**src/sv/fpr_pkg.sv**
```systemverilog
package fpr_pkg;

  localparam int NUM_FRAMES        = 16;
  localparam int NUM_PROCESSES     = 16;
  localparam int PAGES_PER_PROCESS = 8;
  localparam int TABLE_SIZE        = NUM_PROCESSES * PAGES_PER_PROCESS;

  localparam int PID_W    = 4;
  localparam int PAGE_W   = 3;
  localparam int FRAME_W  = 4;
  localparam int TABLE_AW = PID_W + PAGE_W;
  localparam int FILL_W   = $clog2(NUM_FRAMES + 1);
  localparam int LIMIT_W  = 5;
  localparam int CNT_W    = 32;
  localparam int OWNER_W  = PID_W + PAGE_W;

  localparam logic [LIMIT_W-1:0] LIMIT_RESET = LIMIT_W'(NUM_FRAMES);

  typedef logic [PID_W-1:0]    pid_t;
  typedef logic [PAGE_W-1:0]   page_t;
  typedef logic [FRAME_W-1:0]  frame_t;
  typedef logic [TABLE_AW-1:0] entry_t;
  typedef logic [LIMIT_W-1:0]  limit_t;
  typedef logic [CNT_W-1:0]    count_t;

  typedef enum logic [1:0] {
    ST_IDLE,
    ST_LOOK,
    ST_EVICT,
    ST_WRITE
  } fpr_state_t;

endpackage

```
**src/sv/fpr_ram.sv**
```systemverilog
module fpr_ram #(
  parameter int WIDTH = 8,
  parameter int DEPTH = 16,
  localparam int AW = (DEPTH > 1) ? $clog2(DEPTH) : 1
) (
  input  logic             clk,
  input  logic             wr_en,
  input  logic [AW-1:0]    wr_addr,
  input  logic [WIDTH-1:0] wr_data,
  input  logic [AW-1:0]    rd_addr,
  output logic [WIDTH-1:0] rd_data
);

  logic [WIDTH-1:0] mem [DEPTH];
  logic [WIDTH-1:0] rd_data_r;

  always_ff @(posedge clk) begin
    if (wr_en) begin
      mem[wr_addr] <= wr_data;
    end
    rd_data_r <= mem[rd_addr];
  end

  assign rd_data = rd_data_r;

endmodule

```
**src/sv/fifo_page_replacement_top.sv**
```systemverilog
// FIFO page replacement unit. Pulse start with a process id and page number
// while busy is low; the access is looked up in the page table and one result
// word comes back on the out_ ports, marked by out_valid for exactly one
// cycle. The receiver cannot stall: take the word in the cycle it is shown.
// A hit returns to idle straight from the lookup, a miss into a free frame
// goes on to a table write, and a miss that evicts the oldest frame also
// passes an evict step before the write. The page table, FIFO slot and frame
// owner memories have registered reads and a single read and write port each:
// lookup, then owner read and old-owner clear, then table write. The result
// word shows in the cycle busy falls, so a new start may be taken while it is
// on the ports. Write frames_in_use through cfg_we/cfg_wdata only while idle;
// 0 acts as 1 and values above the frame count act as the frame count.
module fifo_page_replacement_top (
  input  logic            clk,
  input  logic            rst_n,
  input  logic            start,
  output logic            busy,
  input  fpr_pkg::pid_t   in_process_id,
  input  fpr_pkg::page_t  in_page_number,
  output logic            out_valid,
  output logic            out_was_hit,
  output fpr_pkg::frame_t out_frame_index,
  output logic            out_did_evict,
  output fpr_pkg::pid_t   out_evicted_process,
  output fpr_pkg::page_t  out_evicted_page,
  output fpr_pkg::count_t out_hit_count,
  output fpr_pkg::count_t out_fault_count,
  input  logic            cfg_we,
  input  fpr_pkg::limit_t cfg_wdata
);

  import fpr_pkg::*;

  function automatic count_t sat_inc(input count_t v);
    return (v == '1) ? v : v + CNT_W'(1);
  endfunction

  // sequencer state
  fpr_state_t state_r, state_nxt;

  // access being worked on
  pid_t   pid_r, pid_nxt;
  page_t  page_r, page_nxt;
  frame_t frame_r, frame_nxt;
  logic   evict_r, evict_nxt;
  pid_t   ev_pid_r, ev_pid_nxt;
  page_t  ev_page_r, ev_page_nxt;

  // present bits live in flops so reset clears them at once
  logic [TABLE_SIZE-1:0] present_r, present_nxt;
  logic [NUM_FRAMES-1:0] used_r, used_nxt;

  logic [FRAME_W-1:0] head_r, head_nxt;
  logic [FILL_W-1:0]  fill_r, fill_nxt;
  count_t             hit_total_r, hit_total_nxt;
  count_t             fault_total_r, fault_total_nxt;
  limit_t             limit_r;

  // result word registers
  logic   out_valid_r, out_valid_nxt;
  logic   out_hit_r, out_hit_nxt;
  frame_t out_frame_r, out_frame_nxt;
  logic   out_evict_r, out_evict_nxt;
  pid_t   out_ev_pid_r, out_ev_pid_nxt;
  page_t  out_ev_page_r, out_ev_page_nxt;
  count_t out_hits_r, out_hits_nxt;
  count_t out_faults_r, out_faults_nxt;

  // memory ports
  logic   pt_we;
  frame_t pt_rdata;
  logic   own_we;
  logic [OWNER_W-1:0] own_rdata;
  logic   fifo_we;
  frame_t fifo_waddr;
  frame_t fifo_rdata;

  entry_t entry_r;
  limit_t limit_eff;
  logic   free_found;
  frame_t free_idx;
  logic   page_hit;
  logic [FILL_W:0] tail_sum;

  assign entry_r  = {pid_r, page_r};
  assign page_hit = present_r[entry_r];
  assign tail_sum = (FILL_W + 1)'(head_r) + (FILL_W + 1)'(fill_r);
  assign fifo_waddr = FRAME_W'(tail_sum % NUM_FRAMES);

  // Page table: frame number of each (process, page). Read at the incoming
  // access every cycle, so the data is ready in the lookup state.
  fpr_ram #(
    .WIDTH (FRAME_W),
    .DEPTH (TABLE_SIZE)
  ) u_page_table (
    .clk     (clk),
    .wr_en   (pt_we),
    .wr_addr (entry_r),
    .wr_data (frame_r),
    .rd_addr ({in_process_id, in_page_number}),
    .rd_data (pt_rdata)
  );

  // Load order of frames; head slot is always being read.
  fpr_ram #(
    .WIDTH (FRAME_W),
    .DEPTH (NUM_FRAMES)
  ) u_fifo_slots (
    .clk     (clk),
    .wr_en   (fifo_we),
    .wr_addr (fifo_waddr),
    .wr_data (frame_r),
    .rd_addr (head_r),
    .rd_data (fifo_rdata)
  );

  // Owner of each frame. Addressed by the frame read from the head slot, so the
  // owner of the victim is ready in the cycle after the lookup picks it.
  fpr_ram #(
    .WIDTH (OWNER_W),
    .DEPTH (NUM_FRAMES)
  ) u_frame_owner (
    .clk     (clk),
    .wr_en   (own_we),
    .wr_addr (frame_r),
    .wr_data ({pid_r, page_r}),
    .rd_addr (fifo_rdata),
    .rd_data (own_rdata)
  );

  // Clamp the frame limit into 1..NUM_FRAMES.
  always_comb begin
    if (limit_r == '0) begin
      limit_eff = LIMIT_W'(1);
    end else if (limit_r > LIMIT_W'(NUM_FRAMES)) begin
      limit_eff = LIMIT_W'(NUM_FRAMES);
    end else begin
      limit_eff = limit_r;
    end
  end

  // Lowest free frame below the limit; scan from the top so the lowest wins.
  always_comb begin
    free_found = 1'b0;
    free_idx   = '0;
    for (int i = NUM_FRAMES - 1; i >= 0; i--) begin
      if (!used_r[i] && (LIMIT_W'(i) < limit_eff)) begin
        free_found = 1'b1;
        free_idx   = FRAME_W'(i);
      end
    end
  end

  // Next state.
  always_comb begin
    state_nxt = state_r;
    unique case (state_r)
      ST_IDLE: begin
        if (start) begin
          state_nxt = ST_LOOK;
        end
      end
      ST_LOOK: begin
        priority if (page_hit) begin
          state_nxt = ST_IDLE;
        end else if (!free_found && (fill_r != '0)) begin
          state_nxt = ST_EVICT;
        end else begin
          state_nxt = ST_WRITE;
        end
      end
      ST_EVICT: state_nxt = ST_WRITE;
      ST_WRITE: state_nxt = ST_IDLE;
      default:  state_nxt = ST_IDLE;
    endcase
  end

  // Datapath and outputs.
  always_comb begin
    pid_nxt         = pid_r;
    page_nxt        = page_r;
    frame_nxt       = frame_r;
    evict_nxt       = evict_r;
    ev_pid_nxt      = ev_pid_r;
    ev_page_nxt     = ev_page_r;
    present_nxt     = present_r;
    used_nxt        = used_r;
    head_nxt        = head_r;
    fill_nxt        = fill_r;
    hit_total_nxt   = hit_total_r;
    fault_total_nxt = fault_total_r;
    pt_we           = 1'b0;
    own_we          = 1'b0;
    fifo_we         = 1'b0;
    out_valid_nxt   = 1'b0;
    out_hit_nxt     = out_hit_r;
    out_frame_nxt   = out_frame_r;
    out_evict_nxt   = out_evict_r;
    out_ev_pid_nxt  = out_ev_pid_r;
    out_ev_page_nxt = out_ev_page_r;
    out_hits_nxt    = out_hits_r;
    out_faults_nxt  = out_faults_r;

    unique case (state_r)
      ST_IDLE: begin
        if (start) begin
          pid_nxt  = in_process_id;
          page_nxt = in_page_number;
        end
      end
      ST_LOOK: begin
        priority if (page_hit) begin
          hit_total_nxt   = sat_inc(hit_total_r);
          out_valid_nxt   = 1'b1;
          out_hit_nxt     = 1'b1;
          out_frame_nxt   = pt_rdata;
          out_evict_nxt   = 1'b0;
          out_ev_pid_nxt  = '0;
          out_ev_page_nxt = '0;
          out_hits_nxt    = hit_total_nxt;
          out_faults_nxt  = fault_total_r;
        end else if (free_found) begin
          fault_total_nxt = sat_inc(fault_total_r);
          frame_nxt       = free_idx;
          evict_nxt       = 1'b0;
        end else if (fill_r != '0) begin
          // pop the oldest frame; its owner is read next cycle
          fault_total_nxt = sat_inc(fault_total_r);
          frame_nxt       = fifo_rdata;
          evict_nxt       = 1'b1;
          head_nxt        = (head_r == FRAME_W'(NUM_FRAMES - 1)) ? '0
                                                                 : head_r + FRAME_W'(1);
          fill_nxt        = fill_r - FILL_W'(1);
        end else begin
          fault_total_nxt = sat_inc(fault_total_r);
          frame_nxt       = '0;
          evict_nxt       = 1'b0;
        end
      end
      ST_EVICT: begin
        // drop the old owner's mapping
        ev_pid_nxt  = own_rdata[OWNER_W-1:PAGE_W];
        ev_page_nxt = own_rdata[PAGE_W-1:0];
        present_nxt[entry_t'({own_rdata[OWNER_W-1:PAGE_W], own_rdata[PAGE_W-1:0]})] = 1'b0;
      end
      ST_WRITE: begin
        pt_we                = 1'b1;
        own_we               = 1'b1;
        present_nxt[entry_r] = 1'b1;
        used_nxt[frame_r]    = 1'b1;
        if (fill_r < FILL_W'(NUM_FRAMES)) begin
          fifo_we  = 1'b1;
          fill_nxt = fill_r + FILL_W'(1);
        end
        out_valid_nxt   = 1'b1;
        out_hit_nxt     = 1'b0;
        out_frame_nxt   = frame_r;
        out_evict_nxt   = evict_r;
        out_ev_pid_nxt  = evict_r ? ev_pid_r : '0;
        out_ev_page_nxt = evict_r ? ev_page_r : '0;
        out_hits_nxt    = hit_total_r;
        out_faults_nxt  = fault_total_r;
      end
      default: begin
      end
    endcase
  end

  // Control state.
  always_ff @(posedge clk) begin
    if (!rst_n) begin
      state_r       <= ST_IDLE;
      present_r     <= '0;
      used_r        <= '0;
      head_r        <= '0;
      fill_r        <= '0;
      hit_total_r   <= '0;
      fault_total_r <= '0;
      limit_r       <= LIMIT_RESET;
      out_valid_r   <= 1'b0;
    end else begin
      state_r       <= state_nxt;
      present_r     <= present_nxt;
      used_r        <= used_nxt;
      head_r        <= head_nxt;
      fill_r        <= fill_nxt;
      hit_total_r   <= hit_total_nxt;
      fault_total_r <= fault_total_nxt;
      out_valid_r   <= out_valid_nxt;
      if (cfg_we) begin
        limit_r <= cfg_wdata;
      end
    end
  end

  // Payload; hold unless the sequencer changes it.
  always_ff @(posedge clk) begin
    pid_r         <= pid_nxt;
    page_r        <= page_nxt;
    frame_r       <= frame_nxt;
    evict_r       <= evict_nxt;
    ev_pid_r      <= ev_pid_nxt;
    ev_page_r     <= ev_page_nxt;
    out_hit_r     <= out_hit_nxt;
    out_frame_r   <= out_frame_nxt;
    out_evict_r   <= out_evict_nxt;
    out_ev_pid_r  <= out_ev_pid_nxt;
    out_ev_page_r <= out_ev_page_nxt;
    out_hits_r    <= out_hits_nxt;
    out_faults_r  <= out_faults_nxt;
  end

  assign busy                = (state_r != ST_IDLE);
  assign out_valid           = out_valid_r;
  assign out_was_hit         = out_hit_r;
  assign out_frame_index     = out_frame_r;
  assign out_did_evict       = out_evict_r;
  assign out_evicted_process = out_ev_pid_r;
  assign out_evicted_page    = out_ev_page_r;
  assign out_hit_count       = out_hits_r;
  assign out_fault_count     = out_faults_r;

endmodule

```
**config.mk**
```make
export PLATFORM = sky130hd
export DESIGN_NAME = fifo_page_replacement_top
export DESIGN_NICKNAME = d
export VERILOG_FILES = /design/src/sv/fpr_pkg.sv /design/src/sv/fpr_ram.sv /design/src/sv/fifo_page_replacement_top.sv
export SDC_FILE = /design/constraint.sdc
export NUM_CORES = 1
export LEC_CHECK = 0
export BUFFER_PORTS_ARGS = -buffer_cell sky130_fd_sc_hd__buf_2
export CAP_MARGIN = 20
export CORE_ASPECT_RATIO = 0.7
export CORE_MARGIN = 5
export CORE_UTILIZATION = 55
export DETAILED_ROUTE_END_ITERATION = 8
export PLACE_DENSITY = 0.71
export SLEW_MARGIN = 20
export SYNTH_ARGS = -nofsm -noshare
export SYNTH_HDL_FRONTEND = slang
export SYNTH_SLANG_ARGS = --single-unit
```
**constraint.sdc**
```tcl
create_clock -name clk -period 8.7 [get_ports clk]
set_input_delay 1.74 -clock clk [delete_from_list [all_inputs] [get_ports clk]]
set_output_delay 1.74 -clock clk [all_outputs]
set_load 0.02 [all_outputs]
```
==> summary.txt <==
Pwr
  • Power density over the cells: 220 nW/um^2
  • Power, Total: 10.1 mW
  • Lkg Pwr: 14.8 nW
  • Max VDD drop: 159 uV

Critical path
  • Startpoint class of the critical path: flip-flop
  • Cell depth of the worst flop-to-flop path: 10
  • Worst path depth: 10
  • Critical path buffers and inverters: 2
  • Peak fanout along the critical path: 63
  • Category of the most critical setup path: reg2reg
  • Critical path's top delay family: simple AND/OR/NAND/NOR gates
  • Critical path data required time: 9.24 ns
  • WP data arrival: 5.15 ns
  • Delay of the slowest cell on the worst path: 0.73 ns
  • Cell with the largest stage delay on the worst path: sky130_fd_sc_hd__buf_4
  • Cell chain of the critical path: buf_4 > mux4_2 > nand3b_1 > a211o_1 > o221ai_1 > nor4_4 > nand2_1 > o21a_4 > buf_16 > and3_1
  • CP Capture Type: flip-flop

Timing
  • Transition at the pin with the smallest max-transition slack: 1.25 ns
  • Largest clock skew in the final design: 0.0259 ns
  • Final worst path period share: 53.0%
  • Slew Limit Fails: 0
  • Count of final hold-check violations: 0
  • RSZ-0062 raised after global routing: false
  • Minimum period implied by the final worst setup slack: 4.61 ns
  • Setup TNS: 0 ns
  • Slew headroom: 16.2%
  • Number of failing setup endpoints in the final timing report: 0
  • F_max: 0.217 GHz

Route
  • Total routed wirelength: 101,000 um
  • DRC viols: 0
  • Wire length per cell after detailed routing: 28.0 um
  • Via count: 23,866
  • Via count normalized by instance count: 6.58
  • First-pass detailed-route iteration total: 6
  • DRT iter0 DRCs: 3,286
  • Post-DRT Antenna Nets: 0

CTS
  • TritonCTS clock tree: done
  • CTS Root Buffer Type: sky130_fd_sc_hd__clkbuf_16
  • Latest clock arrival within the worst-skew pair: 0.65 ns
  • CTS H-tree depth: 3
  • Clock net sink count: 1,024
  • CTS Buf Count: 93
  • Clock Path Buffers: 3
  • Clock transition at path regs: 0.06 ns
  • Number of buffers inserted for hold repair after clock tree synthesis: 0
  • Number of cells upsized or downsized after cts: 0
  • Setup fix buffers added after clock tree synthesis: 0

Die
  • X dimension of the die: 337 um
  • Row count: 84
  • Total die area: 80,600 sq um
  • Vert. Die Dim: 239 um
  • Core region area: 74,700 sq um
  • Initial core utilization: 55.1%
  • Boundary Pins: 95

Placement
  • Instance area after placement: 42,700 sq um
  • Port Buffer Count: 94
  • DPL Wire Length: 64,000 um
  • Global placer's final weighted congestion: 0.873

Logic synthesis
  • Fraction of synthesis flops using an asynchronous set or reset pin: 0%
  • Number of flops mapped to enable cells by yosys: 784
  • Primary flip-flop cell chosen by synthesis mapping: sky130_fd_sc_hd__edfxtp_1
  • Distinct cell type count after synthesis: 63
  • Post-synthesis instance area: 41,200 sq um
  • Post-Synthesis Cells: 2,485
  • Avg Inst Size Synth: 16.6 sq um
  • Synth warn: 0
  • Synthesized net count: 2,513
  • Share of the yosys chip area belonging to registers: 68.8%
  • Flip-flop and latch count after synthesis: 1,024

GRT
  • Wire length of the first global-routing pass: 152,000 um
  • Largest net degree at the start of global routing: 101
  • Number of global-route vias before repair: 23,350
  • Global routing usage summed across all routing layers: 25.2%
  • Number of antenna violations at the first check in global routing: 4
  • Sum of overflow across all layers after global routing: 0

Cells and area
  • Layout-stage area growth over the synthesis result: 11.1%
  • Ratio of cells with drive above 1 in the final layout: 25.3%
  • Most frequent standard cell in the layout excluding fill and tap cells: sky130_fd_sc_hd__edfxtp_1
  • Most frequent cells in the layout: sky130_fd_sc_hd__edfxtp_1 (784), sky130_fd_sc_hd__mux4_2 (241), sky130_fd_sc_hd__dfxtp_1 (239)
  • Post-Layout Inst Area: 45,800 sq um
  • Post-layout net count: 2,589

Worst hold path
  • Hold crit path type: reg2reg
  • Worst hold path depth: 0

Run
  • Max Cap Violations: 0

Status
  • Outcome: complete, no violations
-- synth_stat cells, types with 13 or more instances --
| master | instances | share of area [%] |
|---|---|---|
| sky130_fd_sc_hd__edfxtp_1 | 784 | 57 |
| sky130_fd_sc_hd__mux4_2 | 241 | 13 |
| sky130_fd_sc_hd__dfxtp_1 | 240 | 12 |
| sky130_fd_sc_hd__nor2_1 | 236 | 2.2 |
| sky130_fd_sc_hd__nand2_1 | 148 | 1.3 |
| sky130_fd_sc_hd__o221a_2 | 128 | 3.5 |
| sky130_fd_sc_hd__clkbuf_1 | 111 | 1.0 |
| sky130_fd_sc_hd__nand3_1 | 61 | 0.74 |
| sky130_fd_sc_hd__mux2i_1 | 58 | 1.4 |
| sky130_fd_sc_hd__nand2b_1 | 44 | 0.67 |
| sky130_fd_sc_hd__a21oi_1 | 42 | 0.51 |
| sky130_fd_sc_hd__o21ai_0 | 29 | 0.35 |
| sky130_fd_sc_hd__xnor2_1 | 29 | 0.62 |
| sky130_fd_sc_hd__nand4_1 | 26 | 0.39 |
| sky130_fd_sc_hd__buf_1 | 22 | 0.20 |
| sky130_fd_sc_hd__nor3_1 | 21 | 0.26 |
| sky130_fd_sc_hd__and3_1 | 20 | 0.30 |
| sky130_fd_sc_hd__inv_1 | 18 | 0.16 |
| sky130_fd_sc_hd__nand3b_1 | 16 | 0.29 |
| sky130_fd_sc_hd__buf_2 | 14 | 0.17 |
| sky130_fd_sc_hd__nor2b_1 | 14 | 0.21 |
| sky130_fd_sc_hd__mux2_2 | 13 | 0.36 |
| sky130_fd_sc_hd__o31ai_1 | 13 | 0.24 |
| sky130_fd_sc_hd__or3_1 | 13 | 0.20 |
| sky130_fd_sc_hd__xor2_1 | 13 | 0.28 |
-- power breakdown --
group	switching [mW]	internal (mW)
Sequential	0.0359	5.33
Combinational	0.356	0.171
Clock	1.76	2.43
Total	2.15	7.93
-- kinds of logic (layout without fill, tap and decap cells) --
kind of cell | Yosys count | count (layout) | share of synthesized area (%)
DFF | 1024 | 1024 | 68.8
adders and majority gates | 12 | 12 | 0.401
muxes | 312 | 312 | 14.9
other | 0 | 1 | 0
xor gates and xnor gates | 42 | 42 | 0.893
and+or+nand+nor | 655 | 655 | 7.62
AOI/OAI and AO/OA | 272 | 272 | 5.74
buffers and inverters | 168 | 319 | 1.61
-- state kept, by name (all words and copies together) (netlist names), 5 cells and up, named ones only --
| register | cells |
|---|---|
| u_page_table.mem | 512 |
| limit_r | 5 |
| u_frame_owner.rd_data | 7 |
| hit_total_r | 32 |
| u_fifo_slots.mem | 64 |
| used_r | 16 |
| out_fault_count | 32 |
| fill_r | 5 |
| u_frame_owner.mem | 112 |
| present_r | 128 |
| out_hit_count | 32 |
| fault_total_r | 32 |
-- layout make-up --
class | instances | area (sq um)
well taps | 989 | 1240
diodes | 1 | 2.50
fillers | 5239 | 28900
inverters | 18 | 67.6
clock buffers | 121 | 2560
flip-flops and latches | 1024 | 28300
clock inverters | 49 | 544
multi-input cells | 1293 | 12200
repair buffers | 131 | 813
-- per-stage QoR --
| step | instances | utilization [%] | hold WS (ns) | setup slack (ns) |
|---|---|---|---|---|
| after floorplan | 2485 | - | 0.403 | 4.01 |
| after global placement | 3451 | 57.0 | 0.443 | 3.48 |
| after detailed placement | 3454 | 57.1 | 0.463 | 3.44 |
| after CTS | 3624 | 61.2 | 0.471 | 4.04 |
| after global routing | 3625 | 61.3 | 0.490 | 3.88 |
| final | 3626 | 61.3 | 0.468 | 4.09 |
-- per-layer routing --
layer  routed length (um)  global-route usage (%)
met5                   15                       0
met4                 2300                    5.90
met3                11900                    7.20
met2                43900                    35.9
met1                43300                    39.0
-- worst paths after layout --
check	start	to	slack (ns)
worst max-delay path	page_r[1]	out_valid	4.09
worst min-delay path	u_frame_owner.rd_data[2]	ev_page_r[2]	0.47
worst max register to register	page_r[1]	out_valid	4.09
worst min register to register	u_frame_owner.rd_data[2]	ev_page_r[2]	0.47
Note: power is estimated with default switching activity, not from simulation.
